### config.mk
export PLATFORM = sky130hd
export DESIGN_NAME = cpu8_opcode_subset_execute_top
export DESIGN_NICKNAME = d
export VERILOG_FILES = /design/src/rtl/cpu8_exec_pkg.sv /design/src/rtl/cpu8_opcode_subset_execute_top.sv
export SDC_FILE = /design/constraint.sdc
export NUM_CORES = 1
export LEC_CHECK = 0
export ABC_AREA = 1
export BUFFER_PORTS_ARGS = -buffer_cell sky130_fd_sc_hd__buf_2
export CAP_MARGIN = 15
export CORE_MARGIN = 5
export CORE_UTILIZATION = 34
export CTS_CLUSTER_SIZE = 12
export DETAILED_ROUTE_END_ITERATION = 6
export SLEW_MARGIN = 30
export SYNTH_ARGS = -nofsm -noshare
export SYNTH_HDL_FRONTEND = slang
export SYNTH_SLANG_ARGS = --single-unit
### constraint.sdc
create_clock -name clock -period 6.9 [get_ports clock]
set_clock_uncertainty 0.15 [all_clocks]
set_input_delay 0.345 -clock clock [delete_from_list [all_inputs] [get_ports clock]]
set_output_delay 0.345 -clock clock [all_outputs]
set_load 0.02 [all_outputs]
### src/rtl/cpu8_exec_pkg.sv
`timescale 1ns / 1ps

package cpu8_exec_pkg;

   localparam int REQ_W = 32;
   localparam int RSP_W = 120;

   localparam logic [15:0] SP_RESET = 16'hFFFE;
   localparam logic [15:0] PC_RESET = 16'h0100;

   // memory write counts
   localparam logic [1:0] WR_NONE = 2'd0;
   localparam logic [1:0] WR_ONE  = 2'd1;
   localparam logic [1:0] WR_TWO  = 2'd2;

   // instruction lengths
   localparam logic [1:0] LEN_ONE   = 2'd1;
   localparam logic [1:0] LEN_TWO   = 2'd2;
   localparam logic [1:0] LEN_THREE = 2'd3;

   // opcodes
   localparam logic [7:0] OP_LD_BC_D16 = 8'h01;
   localparam logic [7:0] OP_ST_BC_A   = 8'h02;
   localparam logic [7:0] OP_INC_BC    = 8'h03;
   localparam logic [7:0] OP_INC_B     = 8'h04;
   localparam logic [7:0] OP_DEC_B     = 8'h05;
   localparam logic [7:0] OP_LD_B_D8   = 8'h06;
   localparam logic [7:0] OP_RLCA      = 8'h07;
   localparam logic [7:0] OP_ST_A16_SP = 8'h08;
   localparam logic [7:0] OP_ADD_HL_BC = 8'h09;
   localparam logic [7:0] OP_LD_A_BC   = 8'h0A;
   localparam logic [7:0] OP_DEC_BC    = 8'h0B;
   localparam logic [7:0] OP_INC_C     = 8'h0C;
   localparam logic [7:0] OP_DEC_C     = 8'h0D;
   localparam logic [7:0] OP_LD_C_D8   = 8'h0E;
   localparam logic [7:0] OP_RRCA      = 8'h0F;
   localparam logic [7:0] OP_LD_DE_D16 = 8'h11;
   localparam logic [7:0] OP_ST_DE_A   = 8'h12;
   localparam logic [7:0] OP_INC_DE    = 8'h13;
   localparam logic [7:0] OP_INC_D     = 8'h14;
   localparam logic [7:0] OP_DEC_D     = 8'h15;
   localparam logic [7:0] OP_LD_D_D8   = 8'h16;
   localparam logic [7:0] OP_RLA       = 8'h17;
   localparam logic [7:0] OP_JR        = 8'h18;
   localparam logic [7:0] OP_ADD_HL_DE = 8'h19;
   localparam logic [7:0] OP_LD_A_DE   = 8'h1A;
   localparam logic [7:0] OP_DEC_DE    = 8'h1B;
   localparam logic [7:0] OP_INC_E     = 8'h1C;
   localparam logic [7:0] OP_DEC_E     = 8'h1D;
   localparam logic [7:0] OP_LD_E_D8   = 8'h1E;
   localparam logic [7:0] OP_RRA       = 8'h1F;
   localparam logic [7:0] OP_JR_NZ     = 8'h20;

   typedef struct packed {
      logic z;
      logic n;
      logic h;
      logic c;
   } flags_type;

   typedef struct packed {
      logic [7:0] value;
      flags_type  flags;
   } alu8_type;

   // last field in the low bits
   typedef struct packed {
      logic [7:0] load_data;
      logic [7:0] imm_high;
      logic [7:0] imm_low;
      logic [7:0] cmd;
   } req_data_type;

   typedef struct packed {
      logic [4:0]  pad;
      logic        branch_taken;
      logic [15:0] next_pc;
      logic [15:0] pair_hl;
      logic [15:0] pair_de;
      logic [15:0] pair_bc;
      logic [7:0]  flags_out;
      logic [7:0]  acc_out;
      logic [7:0]  write_second;
      logic [7:0]  write_first;
      logic [15:0] write_addr;
      logic [1:0]  write_count;
   } rsp_data_type;

endpackage

### src/rtl/cpu8_opcode_subset_execute_top.sv
`timescale 1ns / 1ps

// Executes one instruction of a small 8-bit CPU subset (opcodes 0x01-0x20: immediate
// loads, A loads/stores through BC or DE, 8- and 16-bit INC/DEC, ADD HL, the accumulator
// rotates, LD (a16),SP, JR and JR NZ; anything else is a one-byte NOP) per request
// transaction. The block holds A, F, BC, DE, HL and PC and returns their new values, the
// next PC and any memory write in one response transaction. Decode and execute sit in
// one combinational pass from the request port into the response register, and a new
// instruction is taken every cycle while the response is being taken or the register is
// empty. SP is written through csr_wdata/csr_wen.
module cpu8_opcode_subset_execute_top import cpu8_exec_pkg::*; (
   input  logic             clock,
   input  logic             reset,
   input  logic             req_tvalid,
   output logic             req_tready,
   // [7:0] cmd, [15:8] imm_low, [23:16] imm_high, [31:24] load_data
   input  logic [REQ_W-1:0] req_tdata,
   output logic             rsp_tvalid,
   input  logic             rsp_tready,
   // [1:0] write_count, [17:2] write_addr, [25:18] write_first, [33:26] write_second,
   // [41:34] acc_out, [49:42] flags_out, [65:50] pair_bc, [81:66] pair_de,
   // [97:82] pair_hl, [113:98] next_pc, [114] branch_taken, [119:115] zero
   output logic [RSP_W-1:0] rsp_tdata,
   input  logic             csr_wen,
   input  logic [15:0]      csr_wdata
);

   req_data_type req;
   logic         accept;
   logic [15:0]  imm16;

   logic [7:0]   acc_ff, acc_in;
   flags_type    flags_ff, flags_in;
   logic [15:0]  bc_ff, bc_in;
   logic [15:0]  de_ff, de_in;
   logic [15:0]  hl_ff, hl_in;
   logic [15:0]  pc_ff, pc_in;
   logic [15:0]  sp_ff;

   logic         rsp_valid_ff, rsp_valid_in;
   rsp_data_type rsp_data_ff, rsp_data_in;

   logic [1:0]   len;
   logic         taken;
   logic [15:0]  pc_seq;
   logic [15:0]  pc_jump;
   alu8_type     alu;
   logic [15:0]  add_src;
   logic [16:0]  add_sum;
   logic [12:0]  add_half;
   logic [1:0]   wr_count;
   logic [15:0]  wr_addr;
   logic [7:0]   wr_first;
   logic [7:0]   wr_second;

   function automatic alu8_type inc8(input logic [7:0] v, input flags_type f);
      alu8_type r;
      r.value   = v + 8'd1;
      r.flags.z = (r.value == 8'd0);
      r.flags.n = 1'b0;
      r.flags.h = (v[3:0] == 4'hF);
      r.flags.c = f.c;
      return r;
   endfunction

   function automatic alu8_type dec8(input logic [7:0] v, input flags_type f);
      alu8_type r;
      r.value   = v - 8'd1;
      r.flags.z = (r.value == 8'd0);
      r.flags.n = 1'b1;
      r.flags.h = (v[3:0] == 4'h0);
      r.flags.c = f.c;
      return r;
   endfunction

   assign req        = req_data_type'(req_tdata);
   assign imm16      = {req.imm_high, req.imm_low};
   assign req_tready = !rsp_valid_ff || rsp_tready;
   assign accept     = req_tvalid && req_tready;

   // shared 8-bit INC/DEC unit, operand picked by the register field of the opcode
   always_comb begin
      unique case (req.cmd) inside
         OP_INC_B: alu = inc8(bc_ff[15:8], flags_ff);
         OP_DEC_B: alu = dec8(bc_ff[15:8], flags_ff);
         OP_INC_C: alu = inc8(bc_ff[7:0], flags_ff);
         OP_DEC_C: alu = dec8(bc_ff[7:0], flags_ff);
         OP_INC_D: alu = inc8(de_ff[15:8], flags_ff);
         OP_DEC_D: alu = dec8(de_ff[15:8], flags_ff);
         OP_INC_E: alu = inc8(de_ff[7:0], flags_ff);
         OP_DEC_E: alu = dec8(de_ff[7:0], flags_ff);
         default:  alu = '{value: 8'd0, flags: flags_ff};
      endcase
   end

   assign add_src  = (req.cmd == OP_ADD_HL_DE) ? de_ff : bc_ff;
   assign add_sum  = {1'b0, hl_ff} + {1'b0, add_src};
   assign add_half = {1'b0, hl_ff[11:0]} + {1'b0, add_src[11:0]};

   always_comb begin
      acc_in    = acc_ff;
      flags_in  = flags_ff;
      bc_in     = bc_ff;
      de_in     = de_ff;
      hl_in     = hl_ff;
      len       = LEN_ONE;
      taken     = 1'b0;
      wr_count  = WR_NONE;
      wr_addr   = 16'd0;
      wr_first  = 8'd0;
      wr_second = 8'd0;
      unique case (req.cmd) inside
         OP_LD_BC_D16: begin
            bc_in = imm16;
            len   = LEN_THREE;
         end
         OP_LD_DE_D16: begin
            de_in = imm16;
            len   = LEN_THREE;
         end
         OP_ST_BC_A: begin
            wr_count = WR_ONE;
            wr_addr  = bc_ff;
            wr_first = acc_ff;
         end
         OP_ST_DE_A: begin
            wr_count = WR_ONE;
            wr_addr  = de_ff;
            wr_first = acc_ff;
         end
         OP_INC_BC: bc_in = bc_ff + 16'd1;
         OP_INC_DE: de_in = de_ff + 16'd1;
         OP_DEC_BC: bc_in = bc_ff - 16'd1;
         OP_DEC_DE: de_in = de_ff - 16'd1;
         OP_INC_B, OP_DEC_B: begin
            bc_in    = {alu.value, bc_ff[7:0]};
            flags_in = alu.flags;
         end
         OP_INC_C, OP_DEC_C: begin
            bc_in    = {bc_ff[15:8], alu.value};
            flags_in = alu.flags;
         end
         OP_INC_D, OP_DEC_D: begin
            de_in    = {alu.value, de_ff[7:0]};
            flags_in = alu.flags;
         end
         OP_INC_E, OP_DEC_E: begin
            de_in    = {de_ff[15:8], alu.value};
            flags_in = alu.flags;
         end
         OP_LD_B_D8: begin
            bc_in = {req.imm_low, bc_ff[7:0]};
            len   = LEN_TWO;
         end
         OP_LD_C_D8: begin
            bc_in = {bc_ff[15:8], req.imm_low};
            len   = LEN_TWO;
         end
         OP_LD_D_D8: begin
            de_in = {req.imm_low, de_ff[7:0]};
            len   = LEN_TWO;
         end
         OP_LD_E_D8: begin
            de_in = {de_ff[15:8], req.imm_low};
            len   = LEN_TWO;
         end
         OP_RLCA: begin
            acc_in   = {acc_ff[6:0], acc_ff[7]};
            flags_in = '{z: 1'b0, n: 1'b0, h: 1'b0, c: acc_ff[7]};
         end
         OP_RRCA: begin
            acc_in   = {acc_ff[0], acc_ff[7:1]};
            flags_in = '{z: 1'b0, n: 1'b0, h: 1'b0, c: acc_ff[0]};
         end
         OP_RLA: begin
            acc_in   = {acc_ff[6:0], flags_ff.c};
            flags_in = '{z: 1'b0, n: 1'b0, h: 1'b0, c: acc_ff[7]};
         end
         OP_RRA: begin
            acc_in   = {flags_ff.c, acc_ff[7:1]};
            flags_in = '{z: 1'b0, n: 1'b0, h: 1'b0, c: acc_ff[0]};
         end
         OP_ST_A16_SP: begin
            wr_count  = WR_TWO;
            wr_addr   = imm16;
            wr_first  = sp_ff[7:0];
            wr_second = sp_ff[15:8];
            len       = LEN_THREE;
         end
         OP_ADD_HL_BC, OP_ADD_HL_DE: begin
            hl_in    = add_sum[15:0];
            flags_in = '{z: flags_ff.z, n: 1'b0, h: add_half[12], c: add_sum[16]};
         end
         OP_LD_A_BC, OP_LD_A_DE: acc_in = req.load_data;
         OP_JR: begin
            len   = LEN_TWO;
            taken = 1'b1;
         end
         // offset byte is consumed whether or not the branch goes
         OP_JR_NZ: begin
            len   = LEN_TWO;
            taken = !flags_ff.z;
         end
         default: ;
      endcase
   end

   assign pc_seq  = pc_ff + {14'd0, len};
   assign pc_jump = pc_seq + {{8{req.imm_low[7]}}, req.imm_low};
   assign pc_in   = taken ? pc_jump : pc_seq;

   always_comb begin
      rsp_data_in              = '0;
      rsp_data_in.write_count  = wr_count;
      rsp_data_in.write_addr   = wr_addr;
      rsp_data_in.write_first  = wr_first;
      rsp_data_in.write_second = wr_second;
      rsp_data_in.acc_out      = acc_in;
      rsp_data_in.flags_out    = {flags_in, 4'd0};
      rsp_data_in.pair_bc      = bc_in;
      rsp_data_in.pair_de      = de_in;
      rsp_data_in.pair_hl      = hl_in;
      rsp_data_in.next_pc      = pc_in;
      rsp_data_in.branch_taken = taken;
   end

   always_comb begin
      if (accept) begin
         rsp_valid_in = 1'b1;
      end else if (rsp_tready) begin
         rsp_valid_in = 1'b0;
      end else begin
         rsp_valid_in = rsp_valid_ff;
      end
   end

   always_ff @(posedge clock) begin
      if (reset) begin
         rsp_valid_ff <= 1'b0;
         acc_ff       <= 8'd0;
         flags_ff     <= '0;
         bc_ff        <= 16'd0;
         de_ff        <= 16'd0;
         hl_ff        <= 16'd0;
         pc_ff        <= PC_RESET;
      end else begin
         rsp_valid_ff <= rsp_valid_in;
         if (accept) begin
            acc_ff   <= acc_in;
            flags_ff <= flags_in;
            bc_ff    <= bc_in;
            de_ff    <= de_in;
            hl_ff    <= hl_in;
            pc_ff    <= pc_in;
         end
      end
   end

   always_ff @(posedge clock) begin
      if (reset) begin
         sp_ff <= SP_RESET;
      end else if (csr_wen) begin
         sp_ff <= csr_wdata;
      end
   end

   always_ff @(posedge clock) begin
      if (accept) begin
         rsp_data_ff <= rsp_data_in;
      end
   end

   assign rsp_tvalid = rsp_valid_ff;
   assign rsp_tdata  = RSP_W'(rsp_data_ff);

endmodule

==> results of run 1 <==
## per-stage QoR
| stage | hold slack [ns] | area (sq um) |
|---|---|---|
| 2_1_floorplan | 0.279 | 14700 |
| 3_3_place_gp | 0.290 | 16100 |
| 3_5_place_dp | 0.300 | 16100 |
| 4_1_cts | 0.00703 | 17200 |
| 5_1_grt | 0.0444 | 17200 |
| 6_report | 0.0329 | 17200 |
## worst max-delay path by stage
stage	start	to	slack, ns	cells past startpoint
3_5_place_dp	req_tdata[7]	pc_ff[15]	1.90	28
4_1_cts	req_tdata[7]	pc_ff[15]	2.49	28
2_1_floorplan	rsp_tvalid	rsp_tdata[0]	1.98	5
5_1_grt	req_tdata[1]	pc_ff[15]	1.95	29
3_3_place_gp	req_tdata[1]	pc_ff[15]	1.98	29
6_report	req_tdata[1]	rsp_tdata[113]	2.41	27
## what timing repair did
item | CTS | global route
hold buffers | 20 | 0
buffers inserted | 0 | 0
endpoints found under the hold margin | 22 | 0
## worst max-delay path: stages
cell and delay (ns):
buf_2 0.14, inv_2 0.08, nor2_2 0.19, nand2_2 0.11, nor2_2 0.30, inv_1 0.20
nand4_1 0.17, nor2_1 0.10, nand3_1 0.10, inv_1 0.07, fa_1 0.43, nor3_1 0.32
nand2_1 0.17, nor2_1 0.11, nand2_1 0.07, nor2_1 0.19, xor2_1 0.20, inv_1 0.07
ha_1 0.34, a21oi_1 0.21, o21ai_0 0.14, a21oi_1 0.20, nand2_1 0.08, nand2_1 0.07
nand3_1 0.07, nand2b_1 0.10, nand2_1 0.05
## per-layer routing
metal	global-route usage, %	vias to the layer above	share of wire [%]
met1	29.9	6963	44
met2	35.5	550	45
met5	0	-	0
met4	6.68	0	3.1
li1	-	7315	-
met3	3.62	92	7.1
## cells by family (layout without fill, tap and decap cells)
family / Yosys count / in the layout
simple gates: 984 / 984
buf+inv: 354 / 530
flops: 204 / 204
other cells: 1 / 10
compound gates: 423 / 423
fa+ha+maj: 85 / 85
xor+xnor: 41 / 41
## report_power, final
part	total [W]	internal, W	switching [W]	leakage [nW]
clock	0.00141	0.000854	0.000558	0.424
sequential	0.00145	0.00138	0.0000738	1.89
combinational	0.000711	0.000219	0.000491	6.01
total	0.00358	0.00245	0.00112	8.33
## Yosys cell counts (4+ instances only)
| master | count | area (sq um) |
|---|---|---|
| fa_1 | 5 | 100 |
| nand2_2 | 12 | 75.1 |
| nand3b_1 | 8 | 60.1 |
| a21boi_0 | 4 | 30.0 |
| xor2_1 | 35 | 307 |
| edfxtp_1 | 111 | 3330 |
| buf_4 | 10 | 75.1 |
| nor2_4 | 6 | 67.6 |
| nor2_2 | 12 | 75.1 |
| ha_1 | 80 | 1000 |
| o21ai_1 | 20 | 100 |
| inv_1 | 264 | 991 |
| o22ai_1 | 27 | 169 |
| nor3_1 | 24 | 120 |
| nor4_1 | 5 | 31.3 |
| dfxtp_1 | 93 | 1860 |
| o211ai_1 | 6 | 45.0 |
| nand2_4 | 4 | 45.0 |
| nand4_1 | 37 | 231 |
| o2111ai_1 | 9 | 78.8 |
| a21o_1 | 4 | 30.0 |
| clkbuf_1 | 48 | 180 |
| nand3_1 | 153 | 766 |
| nand2_1 | 512 | 1920 |
| clkinv_1 | 6 | 22.5 |
| buf_2 | 8 | 40.0 |
| a21oi_1 | 142 | 711 |
| xnor2_1 | 6 | 52.6 |
| o21bai_1 | 4 | 30.0 |
| inv_2 | 15 | 56.3 |
| o21a_1 | 4 | 30.0 |
| o21ai_0 | 168 | 841 |
| nor2_1 | 197 | 739 |
| o221ai_1 | 19 | 166 |
## final cells by class
class | instances | area [sq um]
Fill cell | 4510 | 25800
Multi-Input combinational cell | 1542 | 8170
Sequential cell | 204 | 5190
Timing Repair Buffer | 199 | 1130
Inverter | 285 | 1080
Tap cell | 585 | 732
Clock buffer | 33 | 686
Clock inverter | 13 | 191
Antenna cell | 1 | 2.50
## state kept, by name (all words and copies together) (netlist names)
signal      count
flags_ff        4
rsp_tdata     111
pc_ff          16
sp_ff          16
rsp_tvalid      1
bc_ff          16
hl_ff          16
acc_ff          8
de_ff          16
==> flow_metrics.env, run 1 <==
export IMPL_status="completed"
export IMPL_grt_pass1_wl_mm=82.0
export IMPL_yosys_area_share_simple_pct=29.2
export IMPL_die_w_um=218
export IMPL_relSlewSlack_pct=35.9
export IMPL_cts_tree="built"
export IMPL_synth_top_family_by_area="simple AND/OR/NAND/NOR gates"
export IMPL_worstHoldEndpoint="rsp_tdata[39]"
export IMPL_die_h_um=218
export IMPL_syn_inst=2092
export IMPL_clkTransAtPathRegs_ns=0.06
export IMPL_synth_xor_xnor_area_share_pct=2.44
export IMPL_worst_slack_ns=2.41
export IMPL_final_cell_mix="511 x nand2_1, 264 x inv_1, 196 x nor2_1"
export IMPL_p_leak_nw=8.33
export IMPL_clk_path_buf_depth=3
export IMPL_grt_max_degree=112
export IMPL_core_area_sq_um=43000
export IMPL_cp_arrival_ns=4.66
export IMPL_grt_pass1_vias=13884
export IMPL_synth_cell_type_count=54
export IMPL_hp_start="req_tdata[29]"
export IMPL_synth_edf_count=111
export IMPL_start_kind="input port"
export IMPL_power_per_cell_area_nw_per_um2=208
export IMPL_power_w=0.00358
export IMPL_critical_path_class="in -> reg"
export IMPL_via_per_inst=5.21
export IMPL_dp_slack_ns=1.90
export IMPL_synth_ff_type="edfxtp_1"
export IMPL_antenna_found_initial=1
export IMPL_portBuffers=165
export IMPL_r2r_slack_ns=3.12
export IMPL_layout_commonest_cell="nand2_1"
export IMPL_routed_wl_mm=54.2
export IMPL_initial_core_util_pct=34.2
export IMPL_final_cells=2862
export IMPL_end_kind="flop"
export IMPL_peakVddDrop_mv=0.140
export IMPL_synthMuxAreaShare_pct=0
export IMPL_dp_hpwl_mm=41.2
export IMPL_slew_violations=0
export IMPL_worst_pin_slew_ns=0.959
export IMPL_drt_iter0_markers=1350
export IMPL_synth_compound_area_share_pct=16.0
export IMPL_fp_row_count=76
export IMPL_critPathRequiredTime_ns=7.07
export IMPL_reg2reg_to="rsp_tdata[113]"
export IMPL_clock_latency_ns=0.57
export IMPL_route_detailed_drc=0
export IMPL_fin_nets=2395
export IMPL_synthArstFlopShare_pct=0
export IMPL_reg2reg_depth=19
export IMPL_finalCritPeriodShare_pct=65.1
export IMPL_grt_use_total_pct=21.8
export IMPL_htree_num_levels=1
export IMPL_path_max_fanout=7
export IMPL_numClockSinks=204
export IMPL_ys_seq_area_share_pct=35.3
export IMPL_min_period_ns=4.49
export IMPL_yosys_register_bits=204
export IMPL_rsz0062_at_grt="no"
export IMPL_root_buffer="clkbuf_16"
export IMPL_wire_per_inst_um=19.0
export IMPL_cap_violations=0
export IMPL_setup_viol=0
export IMPL_syn_area_per_cell_sq_um=7.03
export IMPL_crit_reg2reg_launch="pc_ff[0]"
export IMPL_cts_made_buffers=25
export IMPL_vias=14920
export IMPL_synth_adder_area_share_pct=7.48
export IMPL_antenna_left=0
export IMPL_dieArea_sq_um=47500
export IMPL_fin_setup_tns_ns=0
export IMPL_cts_resized=0
export IMPL_drive_above_1_share_pct=12.6
export IMPL_synth_warnings=0
export IMPL_gr_total_overflow=0
export IMPL_drtPass1Iterations=6
export IMPL_hold_viol_final=0
export IMPL_final_core_util_pct=40.0
export IMPL_placed_cells=2795
export IMPL_area_growth_pct=16.8
export IMPL_hold_class="in -> reg"
export IMPL_pin_count=175
export IMPL_synth_area_sq_um=14700
export IMPL_whs_path_depth=3
export IMPL_timing_fmax_ghz=0.223
export IMPL_place_gp_congestion=0.966
(Power assumes the default switching activity.)
==> run 2, diff against run 1 <==
- ABC_AREA: 1 -> 0
- clock period: 6.9 -> 4.2 ns (I/O delays scaled with it)
==> flow_metrics.env, run 2 <==
export IMPL_status="completed"
export IMPL_pin_count=175
export IMPL_start_kind="input port"
export IMPL_whs_path_depth=3
export IMPL_r2r_slack_ns=0.58
export IMPL_fin_setup_tns_ns=0
export IMPL_fp_row_count=74
export IMPL_min_period_ns=3.95
export IMPL_clockPowerShare_pct=37.4
export IMPL_end_kind="flop"
export IMPL_design_area_sq_um=17000
export IMPL_synth_edf_count=111
export IMPL_synthArstFlopShare_pct=0
export IMPL_grt_pass1_vias=12822
export IMPL_die_h_um=212
export IMPL_routed_wl_mm=50.0
export IMPL_synth_cell_type_count=83
export IMPL_timing_fmax_ghz=0.253
export IMPL_antenna_left=0
export IMPL_clkTransAtPathRegs_ns=0.06
export IMPL_numClockSinks=204
export IMPL_swShare_pct=30.0
export IMPL_core_area_sq_um=40700
export IMPL_layout_commonest_cell="nand2_1"
export IMPL_reg2reg_depth=15
export IMPL_rsz0062_at_grt="no"
export IMPL_clock_latency_ns=0.56
export IMPL_largest_reg_flops=111
export IMPL_combPwrFrac_pct=19.0
export IMPL_power_per_cell_area_nw_per_um2=309
export IMPL_dp_slack_ns=-0.290
export IMPL_power_switching_w=0.00158
export IMPL_setup_viol=0
export IMPL_drt_iter0_markers=1120
export IMPL_placed_cell_area_sq_um=16000
export IMPL_ys_seq_area_share_pct=37.3
export IMPL_synth_area_top_cells="edfxtp_1 24%, dfxtp_1 13%, ha_1 7.2%"
export IMPL_syn_inst=1614
export IMPL_path_max_fanout=3
export IMPL_cp_arrival_ns=4.07
export IMPL_relSlewSlack_pct=35.6
export IMPL_yosysTopAreaCell="edfxtp_1"
export IMPL_reg2reg_to="rsp_tdata[113]"
export IMPL_slew_violations=0
export IMPL_synth_top_cell_area_share_pct=23.9
export IMPL_die_w_um=212
export IMPL_wire_per_inst_um=20.8
export IMPL_fin_nets=1996
export IMPL_hold_class="in -> reg"
export IMPL_drive_above_1_share_pct=19.6
export IMPL_pwr_share_seq_pct=43.6
export IMPL_cts_made_buffers=24
export IMPL_worstHoldEndpoint="sp_ff[7]"
export IMPL_p_leak_nw=7.09
export IMPL_worst_pin_slew_ns=0.966
export IMPL_synth_area_sq_um=13900
export IMPL_peakVddDrop_mv=0.233
export IMPL_placed_cells=2338
export IMPL_syn_area_per_cell_sq_um=8.64
export IMPL_crit_reg2reg_launch="pc_ff[0]"
export IMPL_route_detailed_drc=0
export IMPL_hold_viol_final=0
export IMPL_final_cell_mix="207 x nand2_1, 165 x buf_2, 160 x nor2_1"
export IMPL_critical_path_class="in -> reg"
export IMPL_finalCritPeriodShare_pct=94.0
export IMPL_gr_total_overflow=0
export IMPL_synth_most_common_cell="nand2_1"
export IMPL_cts_tree="built"
export IMPL_final_core_util_pct=41.7
export IMPL_portBuffers=165
export IMPL_drtPass1Iterations=6
export IMPL_grt_pass1_wl_mm=75.0
export IMPL_antenna_found_initial=0
export IMPL_place_gp_congestion=0.981
export IMPL_clk_path_buf_depth=3
export IMPL_dp_hpwl_mm=36.8
export IMPL_initial_core_util_pct=34.2
export IMPL_root_buffer="clkbuf_16"
export IMPL_dieArea_sq_um=45200
export IMPL_vias=13629
export IMPL_htree_num_levels=1
export IMPL_area_growth_pct=21.9
export IMPL_intPower_w=0.00368
export IMPL_synth_common_cells="208 x nand2_1, 160 x nor2_1, 117 x a21oi_1"
export IMPL_critPathRequiredTime_ns=4.33
export IMPL_cap_violations=0
export IMPL_grt_use_total_pct=21.1
export IMPL_synth_warnings=0
export IMPL_hp_start="csr_wen"
export IMPL_grt_max_degree=101
export IMPL_via_per_inst=5.66
export IMPL_final_cells=2409
export IMPL_synth_ff_type="edfxtp_1"
export IMPL_worst_slack_ns=0.253
export IMPL_yosys_register_bits=204
## run 2: repair_timing
item / 4_1_cts / 5_1_grt
setup endpoints to repair: 0 / 6
gates resized for setup: 0 / 3
hold buffers: 26 / 0
hold endpoints to repair: 26 / 0
buffers inserted: 0 / 0
## run 2: power groups by stage
| stage | Sequential, W | Combinational, W | Clock [W] |
|---|---|---|---|
| after floorplan | 0.00240 | 0.000531 | 0 |
| after global placement | 0.00233 | 0.000951 | 0 |
| after detailed placement | 0.00233 | 0.000967 | 0 |
| after CTS | 0.00229 | 0.000991 | 0.00204 |
| after global routing | 0.00230 | 0.00108 | 0.00212 |
| final | 0.00229 | 0.000999 | 0.00197 |
## run 2: critical path, cell delays in order
cell	delay, ns
buf_2	0.11
or3_1	0.40
nor2_1	0.16
nand2_1	0.07
nand3_1	0.20
inv_1	0.11
ha_1	0.22
inv_1	0.08
fa_1	0.42
inv_1	0.11
ha_1	0.26
a211oi_1	0.29
o21ai_0	0.14
a31oi_1	0.25
nor2b_1	0.11
a41oi_2	0.25
o211a_1	0.21
mux2i_1	0.22
nor2_1	0.08
xor2_1	0.16
## run 2: stage by stage
| stage | power, W | hold WS, ns |
|---|---|---|
| 5_1_grt | 0.00550 | 0.0497 |
| 3_5_place_dp | 0.00330 | 0.283 |
| 6_report | 0.00526 | 0.0496 |
| 4_1_cts | 0.00532 | 0.00953 |
| 2_1_floorplan | 0.00293 | 0.188 |
| 3_3_place_gp | 0.00328 | 0.282 |
## run 2: layout make-up
class	instances	area, sq um
Timing Repair Buffer	313	2030
Antenna cell	1	2.50
Tap cell	532	666
Fill cell	4106	23700
Multi-Input combinational cell	1281	8240
Clock buffer	31	647
Sequential cell	204	5190
Inverter	34	133
Clock inverter	13	81.3
## run 2: how the worst max path moves through the flow
stage	startpoint	cells after the start	endpoint	slack (ns)
final	req_tdata[5]	20	rsp_tdata[113]	0.25
after global routing	req_tdata[5]	22	pc_ff[14]	0.02
after CTS	req_tdata[5]	20	rsp_tdata[113]	0.27
after detailed placement	req_tdata[5]	20	rsp_tdata[113]	-0.29
after global placement	req_tdata[5]	20	rsp_tdata[113]	-0.23
after floorplan	req_tdata[5]	19	rsp_tdata[113]	0.007
## run 2: logic make-up after synthesis
group                    Yosys count  synth area share, %
AO/OA/AOI/OAI                    445                 21.1
XOR/XNOR                          80                 5.03
adder cells (fa/ha/maj)           85                 7.90
buffers and inverters            137                 4.03
flip-flops                       204                 37.3
multiplexers                      54                 4.12
other                              1               0.0269
AND/OR/NAND/NOR                  608                 20.5
## run 2: metal layers
layer | global-route usage, % | vias to the layer above | routed length (um)
met4 | 10.8 | 0 | 2920
met2 | 33.6 | 606 | 22300
li1 | - | 6420 | -
met5 | 0 | - | 0
met1 | 27.7 | 6473 | 20800
met3 | 3.57 | 130 | 3980
